`src/sv/l3bm_pkg.sv`:
```
// Shared types and constants of the three-wire bus master.
// No dependencies; every other file but assert_macros.svh imports this package.
`timescale 1ns / 1ps

package l3bm_pkg;

    localparam int BITS_PER_BYTE = 8;
    localparam int BIT_IDX_W     = $clog2(BITS_PER_BYTE);
    localparam int TIMER_WIDTH   = 16;
    localparam int CFG_W         = 16;
    localparam int CFG_IDX_W     = 3;

    localparam int Q_DEPTH       = 4;
    localparam int Q_PTR_W       = $clog2(Q_DEPTH);
    localparam int Q_CNT_W       = $clog2(Q_DEPTH + 1);

    // front stage + queue + back hold + output register
    localparam int INFLIGHT_MAX  = Q_DEPTH + 3;
    localparam int INFLIGHT_W    = $clog2(INFLIGHT_MAX + 1);

    localparam logic [1:0] BPOS_MAX = 2'd2;

    localparam logic [CFG_IDX_W-1:0] REG_CLOCK_LOW  = 3'd0;
    localparam logic [CFG_IDX_W-1:0] REG_CLOCK_HIGH = 3'd1;
    localparam logic [CFG_IDX_W-1:0] REG_MODE_SETUP = 3'd2;
    localparam logic [CFG_IDX_W-1:0] REG_MODE_HOLD  = 3'd3;
    localparam logic [CFG_IDX_W-1:0] REG_HALT       = 3'd4;
    localparam logic [CFG_IDX_W-1:0] REG_WRITE_GAP  = 3'd5;

    typedef enum logic [1:0] {
        OP_ADDR    = 2'd0,
        OP_WRITE   = 2'd1,
        OP_READ    = 2'd2,
        OP_RELEASE = 2'd3
    } op_t;

    typedef enum logic [2:0] {
        CMD_NONE    = 3'd0,
        CMD_ADDR    = 3'd1,
        CMD_WRITE   = 3'd2,
        CMD_READ    = 3'd3,
        CMD_RELEASE = 3'd4
    } cmd_t;

    typedef enum logic [6:0] {
        PH_IDLE  = 7'b0000001,
        PH_HALT  = 7'b0000010,
        PH_SETUP = 7'b0000100,
        PH_GAP   = 7'b0001000,
        PH_LOW   = 7'b0010000,
        PH_HIGH  = 7'b0100000,
        PH_HOLD  = 7'b1000000
    } phase_t;

    typedef struct packed {
        logic       start_req;
        logic [1:0] operation;
        logic [7:0] byte_out;
        logic       data_pin_in;
    } in_item_t;

    typedef struct packed {
        logic       mode_pin;
        logic       clock_pin;
        logic       data_pin;
        logic       pins_driven;
        logic       data_driven;
        logic       busy_res;
        logic       read_done;
        logic [7:0] read_byte;
    } out_item_t;

    typedef struct packed {
        cmd_t       kind;
        logic [7:0] byte_val;
        logic       din;
    } cmd_item_t;

    typedef struct packed {
        logic [TIMER_WIDTH-1:0] clock_low;
        logic [TIMER_WIDTH-1:0] clock_high;
        logic [TIMER_WIDTH-1:0] mode_setup;
        logic [TIMER_WIDTH-1:0] mode_hold;
        logic [TIMER_WIDTH-1:0] halt;
        logic [TIMER_WIDTH-1:0] write_gap;
    } cfg_t;

    typedef struct packed {
        phase_t                 phase;
        logic [TIMER_WIDTH-1:0] wait_cnt;
        logic [BIT_IDX_W-1:0]   bit_idx;
        logic [7:0]             shift;
        logic [1:0]             bpos;
        op_t                    op;
        logic                   lv_mode;
        logic                   lv_clock;
        logic                   lv_data;
        logic                   en_pins;
        logic                   en_data;
        logic [7:0]             rx;
        logic                   done;
    } st_t;

endpackage

```
`src/sv/l3bm_ifs.sv`:
```
// Valid/ready channel interfaces for the bus master's tick and result beats.
// Depends on l3bm_pkg for the payload types.
`timescale 1ns / 1ps

interface l3bm_in_if;
    import l3bm_pkg::*;

    logic     valid;
    logic     ready;
    in_item_t data;

    modport source (output valid, output data, input ready);
    modport sink   (input valid, input data, output ready);
endinterface

interface l3bm_out_if;
    import l3bm_pkg::*;

    logic      valid;
    logic      ready;
    out_item_t data;

    modport source (output valid, output data, input ready);
    modport sink   (input valid, input data, output ready);
endinterface

```
`src/sv/l3_bus_master_unit.sv`:
```
// Channel  | modport            | beat payload
// in_ch    | l3bm_in_if.sink    | one bus tick: start_req, operation, byte_out, data_pin_in
// out_ch   | l3bm_out_if.source | pin levels, drive enables, busy_res, read_done, read_byte
// cfg      | cfg_we/index/data  | six 16-bit timing registers, write only
// One tick beat per cycle sustained while results are taken and no phase is zero-length;
// each tick beat yields exactly one result beat. A beat passes the front decode register,
// the queue and the back sequencer into the result register. The back sequencer retires
// one phase exit per cycle through zero-length phases while the result register is free.
// Reset is asynchronous; all timing registers return to their defaults. A stalled
// result beat holds the sequencer; the four-entry queue keeps the front taking beats.
`timescale 1ns / 1ps

module l3_bus_master_unit
(
    input  logic                           clk,
    input  logic                           rst_n,
    l3bm_in_if.sink                        in_ch,
    l3bm_out_if.source                     out_ch,
    input  logic                           cfg_we,
    input  logic [l3bm_pkg::CFG_IDX_W-1:0] cfg_index,
    input  logic [l3bm_pkg::CFG_W-1:0]     cfg_data
);
    import l3bm_pkg::*;

    logic      fq_valid;
    logic      fq_ready;
    cmd_item_t fq_item;
    logic      qb_valid;
    logic      qb_pop;
    cmd_item_t qb_item;

    l3bm_front u_front
    (
        .clk     (clk),
        .rst_n   (rst_n),
        .in_ch   (in_ch),
        .q_ready (fq_ready),
        .q_valid (fq_valid),
        .q_item  (fq_item)
    );

    l3bm_queue u_queue
    (
        .clk        (clk),
        .rst_n      (rst_n),
        .push_valid (fq_valid),
        .push_item  (fq_item),
        .push_ready (fq_ready),
        .pop_valid  (qb_valid),
        .pop_item   (qb_item),
        .pop        (qb_pop)
    );

    l3bm_back u_back
    (
        .clk       (clk),
        .rst_n     (rst_n),
        .cfg_we    (cfg_we),
        .cfg_index (cfg_index),
        .cfg_data  (cfg_data),
        .q_valid   (qb_valid),
        .q_item    (qb_item),
        .q_pop     (qb_pop),
        .out_ch    (out_ch)
    );

endmodule

```
`src/sv/l3bm_front.sv`:
```
// Front stage: takes tick beats and decodes them into command items.
// Depends on l3bm_pkg and l3bm_in_if.
`timescale 1ns / 1ps

module l3bm_front
(
    input  logic                clk,
    input  logic                rst_n,
    l3bm_in_if.sink             in_ch,
    input  logic                q_ready,
    output logic                q_valid,
    output l3bm_pkg::cmd_item_t q_item
);
    import l3bm_pkg::*;

    logic      stage_v_reg;
    logic      stage_v_next;
    cmd_item_t stage_reg;
    cmd_item_t stage_next;
    cmd_item_t decoded;
    logic      in_fire;

    always_comb
    begin
        decoded.byte_val = in_ch.data.byte_out;
        decoded.din      = in_ch.data.data_pin_in;
        decoded.kind     = CMD_NONE;
        if (in_ch.data.start_req)
        begin
            unique case (op_t'(in_ch.data.operation))
                OP_ADDR:    decoded.kind = CMD_ADDR;
                OP_WRITE:   decoded.kind = CMD_WRITE;
                OP_READ:    decoded.kind = CMD_READ;
                OP_RELEASE: decoded.kind = CMD_RELEASE;
                default:    decoded.kind = CMD_NONE;
            endcase
        end
    end

    assign in_ch.ready = !stage_v_reg || q_ready;
    assign in_fire     = in_ch.valid && in_ch.ready;

    always_comb
    begin
        stage_next   = stage_reg;
        stage_v_next = stage_v_reg;
        if (in_fire)
        begin
            stage_next   = decoded;
            stage_v_next = 1'b1;
        end
        else if (q_ready)
        begin
            stage_v_next = 1'b0;
        end
    end

    always_ff @(posedge clk or negedge rst_n)
    begin
        if (!rst_n)
        begin
            stage_v_reg <= 1'b0;
        end
        else
        begin
            stage_v_reg <= stage_v_next;
        end
    end

    always_ff @(posedge clk)
    begin
        stage_reg <= stage_next;
    end

    assign q_valid = stage_v_reg;
    assign q_item  = stage_reg;

endmodule

```
`src/sv/l3bm_queue.sv`:
```
// Short FIFO of decoded command items between the front and back parts.
// Depends on l3bm_pkg.
`timescale 1ns / 1ps

module l3bm_queue
(
    input  logic                clk,
    input  logic                rst_n,
    input  logic                push_valid,
    input  l3bm_pkg::cmd_item_t push_item,
    output logic                push_ready,
    output logic                pop_valid,
    output l3bm_pkg::cmd_item_t pop_item,
    input  logic                pop
);
    import l3bm_pkg::*;

    cmd_item_t          entry_reg [Q_DEPTH];
    logic [Q_PTR_W-1:0] wr_ptr_reg;
    logic [Q_PTR_W-1:0] wr_ptr_next;
    logic [Q_PTR_W-1:0] rd_ptr_reg;
    logic [Q_PTR_W-1:0] rd_ptr_next;
    logic [Q_CNT_W-1:0] count_reg;
    logic [Q_CNT_W-1:0] count_next;
    logic               push_fire;
    logic               pop_fire;

    assign push_ready = count_reg != Q_CNT_W'(Q_DEPTH);
    assign pop_valid  = count_reg != '0;
    assign pop_item   = entry_reg[rd_ptr_reg];
    assign push_fire  = push_valid && push_ready;
    assign pop_fire   = pop && pop_valid;

    always_comb
    begin
        wr_ptr_next = push_fire ? wr_ptr_reg + 1'b1 : wr_ptr_reg;
        rd_ptr_next = pop_fire ? rd_ptr_reg + 1'b1 : rd_ptr_reg;
        count_next  = count_reg + Q_CNT_W'(push_fire) - Q_CNT_W'(pop_fire);
    end

    always_ff @(posedge clk or negedge rst_n)
    begin
        if (!rst_n)
        begin
            wr_ptr_reg <= '0;
            rd_ptr_reg <= '0;
            count_reg  <= '0;
        end
        else
        begin
            wr_ptr_reg <= wr_ptr_next;
            rd_ptr_reg <= rd_ptr_next;
            count_reg  <= count_next;
        end
    end

    always_ff @(posedge clk)
    begin
        if (push_fire)
        begin
            entry_reg[wr_ptr_reg] <= push_item;
        end
    end

endmodule

```
`src/sv/l3bm_back.sv`:
```
// Back part: timing sequencer for the mode/clock/data lines, config registers
// and the result register. Depends on l3bm_pkg and l3bm_out_if.
`timescale 1ns / 1ps

module l3bm_back
(
    input  logic                          clk,
    input  logic                          rst_n,
    input  logic                          cfg_we,
    input  logic [l3bm_pkg::CFG_IDX_W-1:0] cfg_index,
    input  logic [l3bm_pkg::CFG_W-1:0]     cfg_data,
    input  logic                          q_valid,
    input  l3bm_pkg::cmd_item_t           q_item,
    output logic                          q_pop,
    l3bm_out_if.source                    out_ch
);
    import l3bm_pkg::*;

    function automatic st_t ph_enter(st_t s, phase_t p, cfg_t c);
        st_t r;
        r       = s;
        r.phase = p;
        unique case (p)
            PH_HALT:
            begin
                r.lv_mode  = 1'b0;
                r.wait_cnt = c.halt;
            end
            PH_SETUP:
            begin
                r.lv_mode  = (s.op != OP_ADDR);
                r.wait_cnt = c.mode_setup;
            end
            PH_GAP:
            begin
                r.wait_cnt = c.write_gap;
            end
            PH_LOW:
            begin
                r.lv_clock = 1'b0;
                if (s.op != OP_READ)
                begin
                    r.lv_data = s.shift[s.bit_idx];
                end
                r.wait_cnt = c.clock_low;
            end
            PH_HIGH:
            begin
                r.lv_clock = 1'b1;
                r.wait_cnt = c.clock_high;
            end
            PH_HOLD:
            begin
                if (s.op == OP_ADDR)
                begin
                    r.lv_mode = 1'b1;
                end
                r.wait_cnt = c.mode_hold;
            end
            default:
            begin
                r.phase    = PH_IDLE;
                r.wait_cnt = '0;
            end
        endcase
        return r;
    endfunction

    function automatic st_t ph_leave(st_t s, logic din, cfg_t c);
        st_t  r;
        logic writing;
        r       = s;
        writing = (s.op != OP_READ);
        unique case (s.phase)
            PH_HALT:  r = ph_enter(s, PH_SETUP, c);
            PH_SETUP: r = ph_enter(s, writing ? PH_GAP : PH_LOW, c);
            PH_GAP:   r = ph_enter(s, PH_LOW, c);
            PH_LOW:
            begin
                if (!writing && din)
                begin
                    r.shift[s.bit_idx] = 1'b1;
                end
                r = ph_enter(r, PH_HIGH, c);
            end
            PH_HIGH:
            begin
                if (s.bit_idx == BIT_IDX_W'(BITS_PER_BYTE - 1))
                begin
                    r.bit_idx = '0;
                    r         = ph_enter(r, PH_HOLD, c);
                end
                else
                begin
                    r.bit_idx = s.bit_idx + 1'b1;
                    r         = ph_enter(r, writing ? PH_GAP : PH_LOW, c);
                end
            end
            PH_HOLD:
            begin
                if (s.op == OP_READ)
                begin
                    r.rx   = s.shift;
                    r.done = 1'b1;
                end
                if (s.bpos < BPOS_MAX)
                begin
                    r.bpos = s.bpos + 1'b1;
                end
                r.phase    = PH_IDLE;
                r.wait_cnt = '0;
            end
            default:
            begin
                r.phase    = PH_IDLE;
                r.wait_cnt = '0;
            end
        endcase
        return r;
    endfunction

    function automatic st_t ph_tick(st_t s, cmd_item_t it, cfg_t c);
        st_t r;
        r      = s;
        r.done = 1'b0;
        if (s.phase == PH_IDLE)
        begin
            unique case (it.kind)
                CMD_RELEASE:
                begin
                    r.en_pins = 1'b0;
                    r.en_data = 1'b0;
                    r.bpos    = '0;
                end
                CMD_ADDR:
                begin
                    if (!s.en_pins)
                    begin
                        r.lv_mode  = 1'b1;
                        r.lv_clock = 1'b1;
                        r.lv_data  = 1'b1;
                    end
                    r.en_pins = 1'b1;
                    r.en_data = 1'b1;
                    r.bpos    = '0;
                    r.op      = OP_ADDR;
                    r.shift   = it.byte_val;
                    r.bit_idx = '0;
                    r         = ph_enter(r, PH_SETUP, c);
                end
                CMD_WRITE, CMD_READ:
                begin
                    if (s.en_pins)
                    begin
                        if (it.kind == CMD_READ)
                        begin
                            r.en_data = 1'b0;
                            r.shift   = '0;
                            r.op      = OP_READ;
                        end
                        else
                        begin
                            r.en_data = 1'b1;
                            r.shift   = it.byte_val;
                            r.op      = OP_WRITE;
                        end
                        r.bit_idx = '0;
                        r = ph_enter(r, (s.bpos >= BPOS_MAX) ? PH_HALT : PH_SETUP, c);
                    end
                end
                default:
                begin
                end
            endcase
        end
        else if (s.wait_cnt > TIMER_WIDTH'(1))
        begin
            r.wait_cnt = s.wait_cnt - 1'b1;
        end
        else
        begin
            r = ph_leave(r, it.din, c);
        end
        return r;
    endfunction

    localparam cfg_t CFG_RESET = '{
        clock_low:  TIMER_WIDTH'(1),
        clock_high: TIMER_WIDTH'(1),
        mode_setup: TIMER_WIDTH'(1),
        mode_hold:  TIMER_WIDTH'(1),
        halt:       TIMER_WIDTH'(1),
        write_gap:  TIMER_WIDTH'(2)
    };

    localparam st_t ST_RESET = '{
        phase:    PH_IDLE,
        wait_cnt: '0,
        bit_idx:  '0,
        shift:    '0,
        bpos:     '0,
        op:       OP_ADDR,
        lv_mode:  1'b0,
        lv_clock: 1'b0,
        lv_data:  1'b0,
        en_pins:  1'b0,
        en_data:  1'b0,
        rx:       '0,
        done:     1'b0
    };

    cfg_t      cfg_reg;
    cfg_t      cfg_next;
    st_t       st_reg;
    st_t       st_next;
    logic      skip_reg;
    logic      skip_next;
    logic      din_reg;
    logic      din_next;
    logic      out_v_reg;
    logic      out_v_next;
    out_item_t out_reg;
    out_item_t out_next;
    st_t       step_st;
    logic      out_free;
    logic      step_en;
    logic      more;

    always_comb
    begin
        cfg_next = cfg_reg;
        if (cfg_we)
        begin
            unique case (cfg_index)
                REG_CLOCK_LOW:  cfg_next.clock_low  = cfg_data[TIMER_WIDTH-1:0];
                REG_CLOCK_HIGH: cfg_next.clock_high = cfg_data[TIMER_WIDTH-1:0];
                REG_MODE_SETUP: cfg_next.mode_setup = cfg_data[TIMER_WIDTH-1:0];
                REG_MODE_HOLD:  cfg_next.mode_hold  = cfg_data[TIMER_WIDTH-1:0];
                REG_HALT:       cfg_next.halt       = cfg_data[TIMER_WIDTH-1:0];
                REG_WRITE_GAP:  cfg_next.write_gap  = cfg_data[TIMER_WIDTH-1:0];
                default:
                begin
                end
            endcase
        end
    end

    assign out_free = !out_v_reg || out_ch.ready;
    assign step_en  = out_free && (skip_reg || q_valid);
    assign q_pop    = out_free && !skip_reg && q_valid;

    // one phase exit per cycle while a zero-length phase is pending and the result register is free
    assign step_st = skip_reg ? ph_leave(st_reg, din_reg, cfg_reg)
                              : ph_tick(st_reg, q_item, cfg_reg);
    assign more    = (step_st.phase != PH_IDLE) && (step_st.wait_cnt == '0);

    always_comb
    begin
        st_next    = st_reg;
        skip_next  = skip_reg;
        din_next   = din_reg;
        out_next   = out_reg;
        out_v_next = out_v_reg && !out_ch.ready;
        if (step_en)
        begin
            st_next   = step_st;
            skip_next = more;
            if (!skip_reg)
            begin
                din_next = q_item.din;
            end
            if (!more)
            begin
                out_v_next           = 1'b1;
                out_next.mode_pin    = step_st.lv_mode;
                out_next.clock_pin   = step_st.lv_clock;
                out_next.data_pin    = step_st.lv_data;
                out_next.pins_driven = step_st.en_pins;
                out_next.data_driven = step_st.en_data;
                out_next.busy_res    = step_st.phase != PH_IDLE;
                out_next.read_done   = step_st.done;
                out_next.read_byte   = step_st.rx;
            end
        end
    end

    always_ff @(posedge clk or negedge rst_n)
    begin
        if (!rst_n)
        begin
            cfg_reg   <= CFG_RESET;
            st_reg    <= ST_RESET;
            skip_reg  <= 1'b0;
            out_v_reg <= 1'b0;
        end
        else
        begin
            cfg_reg   <= cfg_next;
            st_reg    <= st_next;
            skip_reg  <= skip_next;
            out_v_reg <= out_v_next;
        end
    end

    always_ff @(posedge clk)
    begin
        din_reg <= din_next;
        out_reg <= out_next;
    end

    assign out_ch.valid = out_v_reg;
    assign out_ch.data  = out_reg;

endmodule

```
`src/flat_wrapper.sv`:
```
// flat-port wrapper written by rule: the top's interface ports become plain ports
module l3_bus_master_unit_flat import l3bm_pkg::*;
  (clk, rst_n, cfg_we, cfg_index, cfg_data, in_ch_valid, in_ch_data, in_ch_ready, out_ch_valid, out_ch_data, out_ch_ready);
  l3bm_in_if in_ch_i ();
  l3bm_out_if out_ch_i ();
  input  logic clk;
  input  logic rst_n;
  input  logic cfg_we;
  input  logic [l3bm_pkg::CFG_IDX_W-1:0] cfg_index;
  input  logic [l3bm_pkg::CFG_W-1:0] cfg_data;
  input wire logic [$bits(in_ch_i.valid)-1:0] in_ch_valid;
  input wire logic [$bits(in_ch_i.data)-1:0] in_ch_data;
  output wire logic [$bits(in_ch_i.ready)-1:0] in_ch_ready;
  output wire logic [$bits(out_ch_i.valid)-1:0] out_ch_valid;
  output wire logic [$bits(out_ch_i.data)-1:0] out_ch_data;
  input wire logic [$bits(out_ch_i.ready)-1:0] out_ch_ready;
  assign in_ch_i.valid = in_ch_valid;
  assign in_ch_i.data = in_ch_data;
  assign in_ch_ready = in_ch_i.ready;
  assign out_ch_valid = out_ch_i.valid;
  assign out_ch_data = out_ch_i.data;
  assign out_ch_i.ready = out_ch_ready;
  l3_bus_master_unit u_core (.clk(clk), .rst_n(rst_n), .in_ch(in_ch_i), .out_ch(out_ch_i), .cfg_we(cfg_we), .cfg_index(cfg_index), .cfg_data(cfg_data));
endmodule
```
`config.mk`:
```
export PLATFORM = sky130hd
export DESIGN_NAME = l3_bus_master_unit_flat
export DESIGN_NICKNAME = d
export VERILOG_FILES = /design/src/sv/l3bm_pkg.sv /design/src/sv/l3bm_ifs.sv /design/src/sv/l3_bus_master_unit.sv /design/src/sv/l3bm_front.sv /design/src/sv/l3bm_queue.sv /design/src/sv/l3bm_back.sv /design/src/flat_wrapper.sv
export SDC_FILE = /design/constraint.sdc
export NUM_CORES = 1
export LEC_CHECK = 0
export BUFFER_PORTS_ARGS = -buffer_cell sky130_fd_sc_hd__buf_2
export CELL_PAD_IN_SITES_DETAIL_PLACEMENT = 1
export CELL_PAD_IN_SITES_GLOBAL_PLACEMENT = 2
export CORE_UTILIZATION = 45
export CTS_CLUSTER_DIAMETER = 50
export CTS_CLUSTER_SIZE = 16
export DETAILED_ROUTE_END_ITERATION = 7
export GPL_TIMING_DRIVEN = 0
export HOLD_SLACK_MARGIN = 0.15
export MAX_ROUTING_LAYER = met4
export PLACE_DENSITY = 0.82
export SYNTH_ARGS = -nofsm -noshare
export SYNTH_HDL_FRONTEND = slang
export SYNTH_HIERARCHICAL = 1
export SYNTH_SLANG_ARGS = --single-unit
```
`constraint.sdc`:
```
create_clock -name clk -period 7.9 [get_ports clk]
set_input_delay 1.58 -clock clk [delete_from_list [all_inputs] [get_ports clk]]
set_output_delay 1.58 -clock clk [all_outputs]
set_load 0.02 [all_outputs]
```
==> results.ini <==
[status]
status=finished, final reports clean

[synthesis]
syn_inst=922
yosys.area_share.adder_pct=1.80
synth_seq_cells=234
syn_area_um2=11500
synthMuxAreaShare_pct=14.8
syn_avg_cell_area_um2=12.5
seq_area_frac_synth_pct=54.2
async_flop_share_pct=67.5
synth-main-ff-cell=dfrtp_1
synth_nets=974
synth_compound_area_share_pct=13.7
ys_types=90
synth_warnings=6
synth_top_family_by_area=multiplexers
synth-xor-area-share_pct=1.44
synthSimpleGateAreaFrac_pct=11.2
synth-edff-count=76

[clocking]
clock-root-buffer=clkbuf_16
cts_resized=0
path_clk_slew_ns=0.07
cts_tree=yes
cts_made_buffers=28
cts_hold_buffers=0
cts_setup_buffers=0
cts.sinks=234
insertion_delay_ns=0.55
h-tree-depth=1
cts_buffer_depth=3

[timing]
worst_pin_slew_ns=1.28
holdWs_ns=0.503
setup_viol=0
skew_ns=0.0209
finalHoldViolCount=0
drv_slew=0
max_freq_mhz=200
fin_setup_tns_ns=0
period_share_pct=63.3
min_period_ns=5.00
relSlewSlack_pct=14.1
rsz0062_at_grt=no

[pwr]
p_comb_share_pct=36.0
leakagePower_nw=5.24
switching_share_pct=38.3
p_seq_share_pct=36.8
p_switching_w=0.00191
clkPwrFrac_pct=27.2
power.density_nw_per_um2=378
intPower_w=0.00308
ir_worst_vdd_mv=0.226

[run]
drv_cap=0

[worst_setup_path]
arrival_ns=5.16
cp.required_ns=8.06
crit_fanout=15
cp-end-kind=register
worstSetupPathType=reg2reg
startpoint_type=register
r2r_cells=12

[grt]
grt_overflow=0
met3_usage_pct=4.26
use_met1_pct=38.6
globalRouteTotalUtil_pct=27.0
grt_pass1_vias=8608
grt_max_degree=117
grt_use_met2_pct=39.8
grt_antenna_before_repair=0
grt.busiest_layer=met2
grt_first_pass_wirelength_mm=51.9

[final_layout]
area_growth_pct=14.8
drive_gt1_share_pct=27.4
fin_cells=1355
antenna_cells=0
final_util_pct=52.5
nets=1055
largest_reg_flops=96

[die]
core_um2=25200
die_y_um=162
row_count=58
io_pins=53
die_area_um2=26300
die_w_um=162
start_util_pct=45.8

[detailed_routing]
wl_per_cell_um=24.7
routed_wirelength_mm=33.5
detail-route-antenna-nets=0
route.detailed.drc=0
firstDrtPassIters=5
detail_route.vias_per_cell=6.07
vias=8231
drtIter0Drc=578

[placement]
io_buffers=50
dp.final_hpwl_mm=24.5
dp.cells=1303
place.gp.congestion=0.899

[hold_path]
hp-class=reg2reg
hold_depth=0

## power by group through the flow
| stage | combinational [W] | sequential [W] | clock (W) |
|---|---|---|---|
| after floorplan | 0.00121 | 0.00180 | 0 |
| after global placement | 0.00173 | 0.00184 | 0 |
| after detailed placement | 0.00176 | 0.00186 | 0 |
| after CTS | 0.00178 | 0.00184 | 0.00139 |
| after global routing | 0.00194 | 0.00188 | 0.00143 |
| final | 0.00180 | 0.00184 | 0.00136 |
## per-stage QoR
stage	total power [W]	setup WS, ns	cell area (um^2)
final	0.00499	2.90	13200
after global routing	0.00524	2.58	13200
after CTS	0.00500	2.87	13200
after detailed placement	0.00362	2.91	12200
after global placement	0.00356	2.66	12200
after floorplan	0.00301	4.15	11500
## layer usage
| metal | vias to the layer above | part of all wire [%] |
|---|---|---|
| met5 | - | 0 |
| met2 | 219 | 44 |
| met3 | 57 | 5.4 |
| li1 | 3696 | - |
| met4 | 0 | 2.4 |
| met1 | 4259 | 48 |
## synth_stat cells, types with 4 or more instances
| cell | count | area [um^2] |
|---|---|---|
| nor4_1 | 6 | 37.5 |
| nand2b_1 | 13 | 81.3 |
| a211oi_1 | 12 | 90.1 |
| or4_1 | 5 | 37.5 |
| a31oi_1 | 4 | 25.0 |
| edfxtp_1 | 76 | 2280 |
| clkbuf_1 | 34 | 128 |
| and2_1 | 4 | 25.0 |
| a21o_1 | 7 | 52.6 |
| dfstp_2 | 7 | 184 |
| a221oi_1 | 17 | 149 |
| a22oi_1 | 5 | 37.5 |
| and3b_1 | 6 | 52.6 |
| o31ai_1 | 10 | 75.1 |
| inv_1 | 20 | 75.1 |
| xor2_1 | 10 | 87.6 |
| a32o_1 | 4 | 40.0 |
| nor3_1 | 11 | 55.1 |
| nand3_1 | 17 | 85.1 |
| o21ai_0 | 32 | 160 |
| mux4_2 | 8 | 180 |
| nand2_1 | 76 | 285 |
| dfrtp_1 | 151 | 3780 |
| ha_1 | 15 | 188 |
| a21oi_1 | 36 | 180 |
| buf_2 | 11 | 55.1 |
| xnor2_1 | 9 | 78.8 |
| and3_1 | 4 | 25.0 |
| o2bb2ai_1 | 7 | 61.3 |
| mux2_2 | 124 | 1400 |
| nand4b_1 | 5 | 43.8 |
| a22o_1 | 22 | 193 |
| nor2_1 | 35 | 131 |
| nor3b_1 | 4 | 30.0 |
| o211ai_1 | 4 | 30.0 |
| a221o_1 | 6 | 60.1 |
| mux4_1 | 4 | 105 |
| o22ai_1 | 4 | 25.0 |
| nor2b_1 | 10 | 62.6 |
## placed cells by master, fill, tap and decap left out, types with 8 or more instances in the layout
| cell type | count |
|---|---|
| dfrtp_1 | 151 |
| mux2_2 | 124 |
| nand2_1 | 76 |
| edfxtp_1 | 76 |
| buf_2 | 60 |
| clkbuf_1 | 36 |
| a21oi_1 | 36 |
| nor2_1 | 35 |
| o21ai_0 | 32 |
| clkbuf_16 | 29 |
| a22o_1 | 22 |
| inv_1 | 20 |
| nand3_1 | 17 |
| a221oi_1 | 17 |
| ha_1 | 15 |
| nand2b_1 | 13 |
| a211oi_1 | 12 |
| nor3_1 | 11 |
| nor2b_1 | 10 |
| xor2_1 | 10 |
| o31ai_1 | 10 |
| xnor2_1 | 9 |
| mux4_2 | 8 |
## critical path, stage by stage, from the launching register on
cell      delay, ns
dfrtp_1        0.43
buf_2          0.32
mux4_1         0.40
buf_4          0.21
nand2b_1       0.17
a21oi_1        0.64
clkbuf_1       0.46
nand2_1        0.17
a22o_1         0.30
and3_1         0.19
a31oi_1        0.23
nor4_1         0.12
nor2_1         0.96
## cells by family (layout without fill, tap and decap cells)
logic type	count (synthesis)	in the layout
multiplexers	139	139
XOR/XNOR	19	19
flip-flops	234	234
buffers and inverters	74	177
adder cells (fa/ha/maj)	16	16
AND/OR/NAND/NOR	228	228
AO/OA/AOI/OAI	212	212
## worst paths after layout
| check | endpoint | slack (ns) | start |
|---|---|---|---|
| max reg2reg | u_core/u_back/out_ch.data[3]$_DFFE_PP_ | 2.90 | u_core/u_queue/rd_ptr_reg[1]$_DFFE_PN0P_ |
| min reg2reg | u_core/u_queue/entry_reg[0][7]$_DFFE_PP_ | 0.50 | u_core/u_front/q_item[7]$_DFFE_PP_ |
| min | u_core/u_queue/entry_reg[0][7]$_DFFE_PP_ | 0.50 | u_core/u_front/q_item[7]$_DFFE_PP_ |
| min in group asynchronous | u_core/u_back/st_reg[31]$_DFFE_PN0P_ | 0.92 | rst_n |
| max in group asynchronous | u_core/u_front/q_valid$_DFFE_PN0P_ | 6.07 | rst_n |
| max | u_core/u_back/out_ch.data[3]$_DFFE_PP_ | 2.90 | u_core/u_queue/rd_ptr_reg[1]$_DFFE_PN0P_ |
## area by class of cell
cell class                 count  area, um^2
buffer                        53         251
clock buffer                  31         733
clock inverter                21         262
fill                        2587       12000
inverter                      21        78.8
multi-input combinational    614        4960
sequential                   234        6240
tap                          330         413
timing repair buffer          51         288
No activity file was read; power rests on OpenSTA's default activity.
